<file path="config.mk">
export PLATFORM = sky130hd
export DESIGN_NAME = cfa_ctrl
export DESIGN_NICKNAME = d
export VERILOG_FILES = /design/src/rtl/cfa_pkg.sv /design/src/rtl/cfa_ctrl.sv
export SDC_FILE = /design/constraint.sdc
export NUM_CORES = 1
export LEC_CHECK = 0
export BUFFER_PORTS_ARGS = -buffer_cell sky130_fd_sc_hd__buf_2
export CORE_AREA = 4 4 41 43
export CTS_CLUSTER_SIZE = 40
export DETAILED_ROUTE_END_ITERATION = 8
export DIE_AREA = 0 0 45 47
export GPL_TIMING_DRIVEN = 1
export MAX_ROUTING_LAYER = met4
export PLACE_DENSITY = 0.65
export SLEW_MARGIN = 20
export SYNTH_ARGS = -nofsm -noshare
export SYNTH_HDL_FRONTEND = slang
export SYNTH_SLANG_ARGS = --single-unit
</file>
<file path="constraint.sdc">
create_clock -name clk -period 1.51 [get_ports clk]
set_input_delay 0.302 -clock clk [delete_from_list [all_inputs] [get_ports clk]]
set_output_delay 0.302 -clock clk [all_outputs]
set_load 0.02 [all_outputs]
</file>
<file path="src/rtl/cfa_pkg.sv">
// ----------------------------------------------------------------------------
// cfa_pkg: shared types and constants
// Q16.16 constants, FSM state and op codes, control structs, saturation helper.
// ----------------------------------------------------------------------------
package cfa_pkg;

  localparam int LEGS      = 4;
  localparam int LEG_W     = 2;
  localparam int DW        = 32;
  localparam int FRAC_BITS = 16;

  localparam longint Q_ONE    = 64'sd1 <<< FRAC_BITS;
  localparam longint ALPHA_LO = (Q_ONE + 5) / 10;
  localparam longint ALPHA_HI = (2 * Q_ONE + 5) / 10;
  localparam longint TICK_Q   = (Q_ONE + 50) / 100;

  localparam int CFG_IDX_W = 3;
  localparam logic [CFG_IDX_W-1:0] CFG_TOTAL = 3'd0;
  localparam logic [CFG_IDX_W-1:0] CFG_MIX   = 3'd1;
  localparam logic [CFG_IDX_W-1:0] CFG_ADM   = 3'd2;
  localparam logic [CFG_IDX_W-1:0] CFG_STIFF = 3'd3;
  localparam logic [CFG_IDX_W-1:0] CFG_REACH = 3'd4;
  localparam logic [CFG_IDX_W-1:0] CFG_WARM  = 3'd5;

  typedef enum logic [2:0] {
    S_IDLE, S_SEL, S_SEED, S_AVG, S_MUL, S_WB, S_FIN
  } state_t;

  typedef enum logic [2:0] {
    OP_NL, OP_NX, OP_SPRING, OP_ACC, OP_VEL, OP_CMD
  } op_t;

  typedef struct packed {
    logic [30:0] total;
    logic [16:0] mix;
    logic [30:0] adm;
    logic [30:0] stiff;
    logic [16:0] reach;
    logic [15:0] warm;
  } cfg_t;

  typedef struct packed {
    logic             load;
    logic             seed;
    logic             avg;
    logic             mul;
    logic             wb;
    logic             fin;
    op_t              op;
    logic [LEG_W-1:0] leg;
  } dp_cmd_t;

  typedef struct packed {
    logic is_seed;
    logic is_cons;
    logic out_free;
  } dp_stat_t;

  function automatic logic signed [DW-1:0] sat32(input logic signed [63:0] v);
    logic signed [63:0] hi;
    logic signed [63:0] lo;
    hi = 64'sd2147483647;
    lo = -64'sd2147483648;
    if (v > hi) return hi[DW-1:0];
    else if (v < lo) return lo[DW-1:0];
    else return v[DW-1:0];
  endfunction

endpackage

</file>
<file path="src/rtl/cfa_ctrl.sv">
// ----------------------------------------------------------------------------
// cfa_ctrl: tick sequencer
// Walks seed / consensus / admittance steps, one shared multiply per op.
// ----------------------------------------------------------------------------
module cfa_ctrl (
  input  logic              clk,
  input  logic              rst,
  input  logic              in_valid,
  output logic              in_stall,
  input  cfa_pkg::dp_stat_t stat,
  output cfa_pkg::dp_cmd_t  cmd
);
  import cfa_pkg::*;

  state_t           state, state_next;
  op_t              op, op_next;
  logic [LEG_W-1:0] leg, leg_next;
  logic             last_leg;

  assign last_leg = (leg == LEG_W'(LEGS - 1));
  assign in_stall = (state != S_IDLE);

  always_ff @(posedge clk) begin
    if (rst) begin
      state <= S_IDLE;
      op    <= OP_SPRING;
      leg   <= '0;
    end else begin
      state <= state_next;
      op    <= op_next;
      leg   <= leg_next;
    end
  end

  always_comb begin
    state_next = state;
    op_next    = op;
    leg_next   = leg;
    cmd        = '0;
    cmd.op     = op;
    cmd.leg    = leg;
    unique case (state)
      S_IDLE: begin
        if (in_valid) begin
          cmd.load   = 1'b1;
          state_next = S_SEL;
        end
      end
      S_SEL: begin
        leg_next = '0;
        priority if (stat.is_seed) begin
          state_next = S_SEED;
          op_next    = OP_SPRING;
        end else if (stat.is_cons) begin
          state_next = S_AVG;
          op_next    = OP_NL;
        end else begin
          state_next = S_MUL;
          op_next    = OP_SPRING;
        end
      end
      S_SEED: begin
        cmd.seed   = 1'b1;
        state_next = S_MUL;
      end
      S_AVG: begin
        cmd.avg    = 1'b1;
        state_next = S_MUL;
      end
      S_MUL: begin
        cmd.mul    = 1'b1;
        state_next = S_WB;
      end
      S_WB: begin
        cmd.wb     = 1'b1;
        state_next = S_MUL;
        unique case (op)
          OP_NL:  op_next = OP_NX;
          OP_NX: begin
            if (last_leg) begin
              op_next  = OP_SPRING;
              leg_next = '0;
            end else begin
              op_next  = OP_NL;
              leg_next = leg + 1'b1;
            end
          end
          OP_SPRING: op_next = OP_ACC;
          OP_ACC:    op_next = OP_VEL;
          OP_VEL:    op_next = OP_CMD;
          OP_CMD: begin
            if (last_leg) begin
              state_next = S_FIN;
            end else begin
              op_next  = OP_SPRING;
              leg_next = leg + 1'b1;
            end
          end
          default: state_next = S_FIN;
        endcase
      end
      S_FIN: begin
        if (stat.out_free) begin
          cmd.fin    = 1'b1;
          state_next = S_IDLE;
        end
      end
      default: state_next = S_IDLE;
    endcase
  end

endmodule

</file>
### Yosys cells after proc, flatten, opt, wreduce, memory -nomap -nowiden

Cells that the tools add are included.

* word-level logic and storage cells: 55
* output and inout port bits: 12
* bits in registers: 8

* add/subtract/negate cells: 1
* reduce and logical (&&, ||, !) cells: 9
* multiplexer cells: 25
* equal/unequal tests: 17

Operators with widths (count)
* 3-bit case mux with 6 select lines: 2
* 3-bit 2-to-1 mux: 6
* 3-bit equality test, second input constant: 5
* 3-bit by 2-bit equality test with 1-bit output, second input constant: 4
* 2-bit case mux with 2 select lines: 3
* 2-bit 2-to-1 mux: 5
* 1-bit 2-to-1 mux: 8
* 7-bit by 1-bit != test with 1-bit output, second input constant: 1
* 3-bit by 1-bit equality test with 1-bit output, second input constant: 2
* 3-bit zero test: 2
* 3-bit case mux with 2 select lines: 1
* 3-bit AND reduction: 2
* 5-bit OR reduction: 1
* 2-bit != test, second input constant: 2
* 3-bit by 1-bit != test with 1-bit output, second input constant: 1
* 3-bit != test, second input constant: 1
* 3-bit nonzero test: 1
* 2-bit by 1-bit adder with 2-bit output, second input constant: 1
* 2-bit equality test, second input constant: 1
* 2-bit AND reduction: 1
* 2-bit nonzero test: 1
* 2-bit OR reduction: 1

### Depth between registers and ports, before layout

* depth after elaboration: 4
* depth in mapped cells: 6

### Worst setup path before layout

No wires, ideal clock.

* path kind: flip-flop to output port
* start point: reg state[0]
* end point: out cmd[10] (netlist bit)
* setup slack: -75 ps
* required time: 1208 ps
* stages on the path, launching flop included: 4
* data arrival time: 1283 ps
* cells stage by stage: dfxtp_1 buf_2 or3_1 nor2_1

RTL lines
* start: declaration: line cfa_ctrl.sv:15 `state_t state, state_next;`
* start signal: assignment: line cfa_ctrl.sv:29 `state <= state_next;`
* end: declaration: line cfa_ctrl.sv:11 `output cfa_pkg::dp_cmd_t cmd`

==> metrics.md <==
| Metric | Value |
|---|---|
| Routed metal-1 wire length | `619 um` |
| Total congestion overflow | `0` |
| Initial standard-cell utilization of the core | `40.4%` |
| Average vias per placed instance | `5.13` |
| Layout Cell Area excl Fill | `714 um^2` |
| Final routed DRC violation total | `0` |
| Post-synthesis share of cell area spent on full adders, half adders and majority gates | `2.38%` |
| Row count | `13` |
| Element type at the critical path end | `output port` |
| Hold path endpoint | `leg[0]` |
| Max Transition Viols Final | `0` |
| Clock tree sinks | `8` |
| Warning count from the yosys run | `0` |
| Cells after Synth | `71` |
| Worst hold stages | `2` |
| CP arrival | `1200 ps` |
| R2r worst-path depth | `4` |
| Clk Latency, worst-skew pair | `250 ps` |
| Compound-Gate Fraction of Synth Area | `24.5%` |
| Post-detail-place hpwl | `907 um` |
| Number of endpoints failing setup at the final stage | `0` |
| Final weighted congestion in routability-driven placement | `0.726` |
| Leak pwr | `0.328 nW` |
| Global-route wire length before repair | `2.30 mm` |
| Number of diodes added for antenna fixing | `0` |
| Net Count, Synth | `78` |
| Crit path max fanout | `4` |
| Maximum number of pins on one net before global-route repair | `11` |
| Number of nets in the layout | `102` |
| Reg-to-Reg End | `leg[1]` |
| Count of nets left with antenna violations after detail routing | `0` |
| Max-cap violations | `0` |
| Run status | `finished clean` |
| Sequential element share of the synthesized area | `30.5%` |
| Die footprint | `2120 um^2` |
| Detailed router's first-iteration violation count | `9` |
| Final period utilization | `99.5%` |
| Number of global-route vias before repair | `521` |
| Reg clk slew, reported paths | `50 ps` |
| Actual transition at the worst max-transition pin | `307 ps` |
| Sum of met3 wire segment lengths after detailed routing | `53 um` |
| Setup repair after global routing missed its margin | `true` |
| Min-Delay Startpoint | `rst` |
| Wire length on met2 | `657 um` |
| Cell count after placement | `101` |
| Count of different cell masters after synthesis | `29` |
| Share of final-layout standard cells stronger than drive strength 1 | `39.8%` |
| Highest routing layer actually used | `met4` |
| Overall die width | `45 um` |
| Proportion of synthesized area in mux cells | `0%` |
| Worst voltage drop across the vdd grid | `504 uV` |
| Aggregate global-route resource usage | `15.9%` |
| Summed instance area of the synthesized netlist | `526 um^2` |
| Path type of the worst min-delay path | `input pin to register` |
| Core region area | `1300 um^2` |
| Vias after detailed routing | `554` |
| Clock tree skew after final layout | `3.47 ps` |
| Xor and xnor area share after synthesis | `1.67%` |
| Worst max-slew margin expressed relative to the limit | `79.0%` |
| Reg2Reg Launch Point | `leg[0]` |
| Total Routed Length | `1.36 mm` |
| Count of pins on the block boundary | `18` |
| Final period demand of the worst path | `1500 ps` |
| Count of hold buffers inserted by post-cts repair | `0` |
| Average wire per standard cell | `12.6 um` |
| Total Power | `0.627 mW` |
| Worst Path Required | `1210 ps` |
| Critical path class | `register to output port` |
| CTS buffer count | `3` |
| Simple-gate share of the synthesized area | `29.0%` |
| FF+latch count, synth | `8` |
| DP Area | `622 um^2` |
| Height of the die | `47 um` |
| Reg-to-reg slack, setup | `190 ps` |
| Most used cells in the layout excluding fill and tap cells | `sky130_fd_sc_hd__buf_2 (14), sky130_fd_sc_hd__buf_4 (10), sky130_fd_sc_hd__nor2_1 (7)` |
| Antenna violations before repair | `0` |
| Combinational family with the most area after synthesis | `simple AND/OR/NAND/NOR gates` |
| Root buf cell | `sky130_fd_sc_hd__clkbuf_4` |
| Cell area power density | `878 nW/um^2` |
| First drt pass iteration count | `3` |
| H-tree Lvls | `1` |
| Achievable frequency | `665 MHz` |
| Hold Violations, Final | `0` |
| Growth of design area from synthesis to finish | `36.0%` |
| Clock Tree Buf Depth | `2` |
| Post-route non-filler standard cell count | `108` |
| Clock tree from TritonCTS | `done` |
| Most common library cell in the layout ignoring fill and taps | `sky130_fd_sc_hd__buf_2` |
| Type of origin of the critical path | `register` |
| Average cell area after synthesis | `7.40 um^2` |
| Count of input and output buffers | `17` |
## cell type report
| cell class | count | area [um^2] |
|---|---|---|
| sequential | 8 | 169 |
| inverter | 6 | 25.0 |
| timing repair buffer | 25 | 156 |
| multi-input combinational | 51 | 323 |
| clock buffer | 3 | 22.5 |
| fill | 137 | 587 |
| tap | 15 | 18.8 |
## how the worst max path moves through the flow
| stage | end | startpoint | depth (start not counted) | slack [ps] |
|---|---|---|---|---|
| final | cmd[10] | state[2] | 3 | 7 |
| after global routing | cmd[10] | state[2] | 3 | -50 |
| after global placement | cmd[10] | state[0] | 3 | 160 |
| after floorplan | cmd[10] | state[0] | 3 | 4 |
| after CTS | cmd[10] | state[0] | 3 | 8 |
| after detailed placement | cmd[10] | state[0] | 3 | 120 |
## per-layer routing
| layer | track usage, % | vias up |
|---|---|---|
| met1 | 18.5 | 247 |
| li1 | - | 293 |
| met2 | 23.4 | 10 |
| met5 | - | - |
| met3 | 7.28 | 4 |
| met4 | 7.02 | 0 |
## what timing repair did
action	in CTS	in global routing
buffers inserted	4	0
resized for setup	8	6
endpoints found under the hold margin	0	0
setup endpoints to repair	4	5
## where the power goes
part	switching, mW	internal (mW)
Clock	0.0665	0.0905
Sequential	0.0150	0.229
Combinational	0.126	0.101
Total	0.207	0.420
## worst max-delay path: stages, from the launching register on
cell	delay, ps
sky130_fd_sc_hd__dfxtp_4	350
sky130_fd_sc_hd__or3_4	390
sky130_fd_sc_hd__nor2_4	90
sky130_fd_sc_hd__buf_6	120
## synth_stat cells (all sizes together)
master | number | area, um^2
nand3b | 1 | 7.51
nand3 | 3 | 15.0
ha | 1 | 12.5
xor2 | 1 | 8.76
nor3b | 1 | 7.51
clkbuf | 1 | 3.75
a21o | 3 | 22.5
nand2 | 4 | 15.0
or3 | 2 | 12.5
a2111oi | 1 | 8.76
buf | 5 | 36.3
inv | 6 | 22.5
and3 | 1 | 6.26
nand2b | 2 | 20.0
nor3 | 4 | 20.0
a31oi | 2 | 12.5
o22ai | 2 | 12.5
or3b | 1 | 8.76
nor2 | 9 | 33.8
nor2b | 1 | 6.26
dfxtp | 8 | 160
o21ai | 3 | 15.0
a21oi | 4 | 20.0
a22oi | 2 | 15.0
a211oi | 3 | 22.5
## state kept, by name (all words and copies together) (netlist names)
name / flops
leg: 2
op: 3
state: 3
## cells by family (layout without fill, tap and decap cells)
kind of cell	count (synthesis)	after routing
flip-flops	8	8
AND/OR/NAND/NOR	29	29
XOR/XNOR	1	1
AO/OA/AOI/OAI	20	20
adder cells (fa/ha/maj)	1	1
buffers and inverters	12	34
## per-stage QoR
stage,setup TNS (ps),setup WS [ps],hold slack [ps],util (%)
2_1_floorplan,0,3.83,482,-
3_3_place_gp,0,159,495,47.8
3_5_place_dp,0,122,513,47.8
4_1_cts,0,8.43,330,53.4
5_1_grt,-82.5,-51.2,307,54.9
6_report,0,6.98,334,54.9
Power figures use the tool's default switching activity.
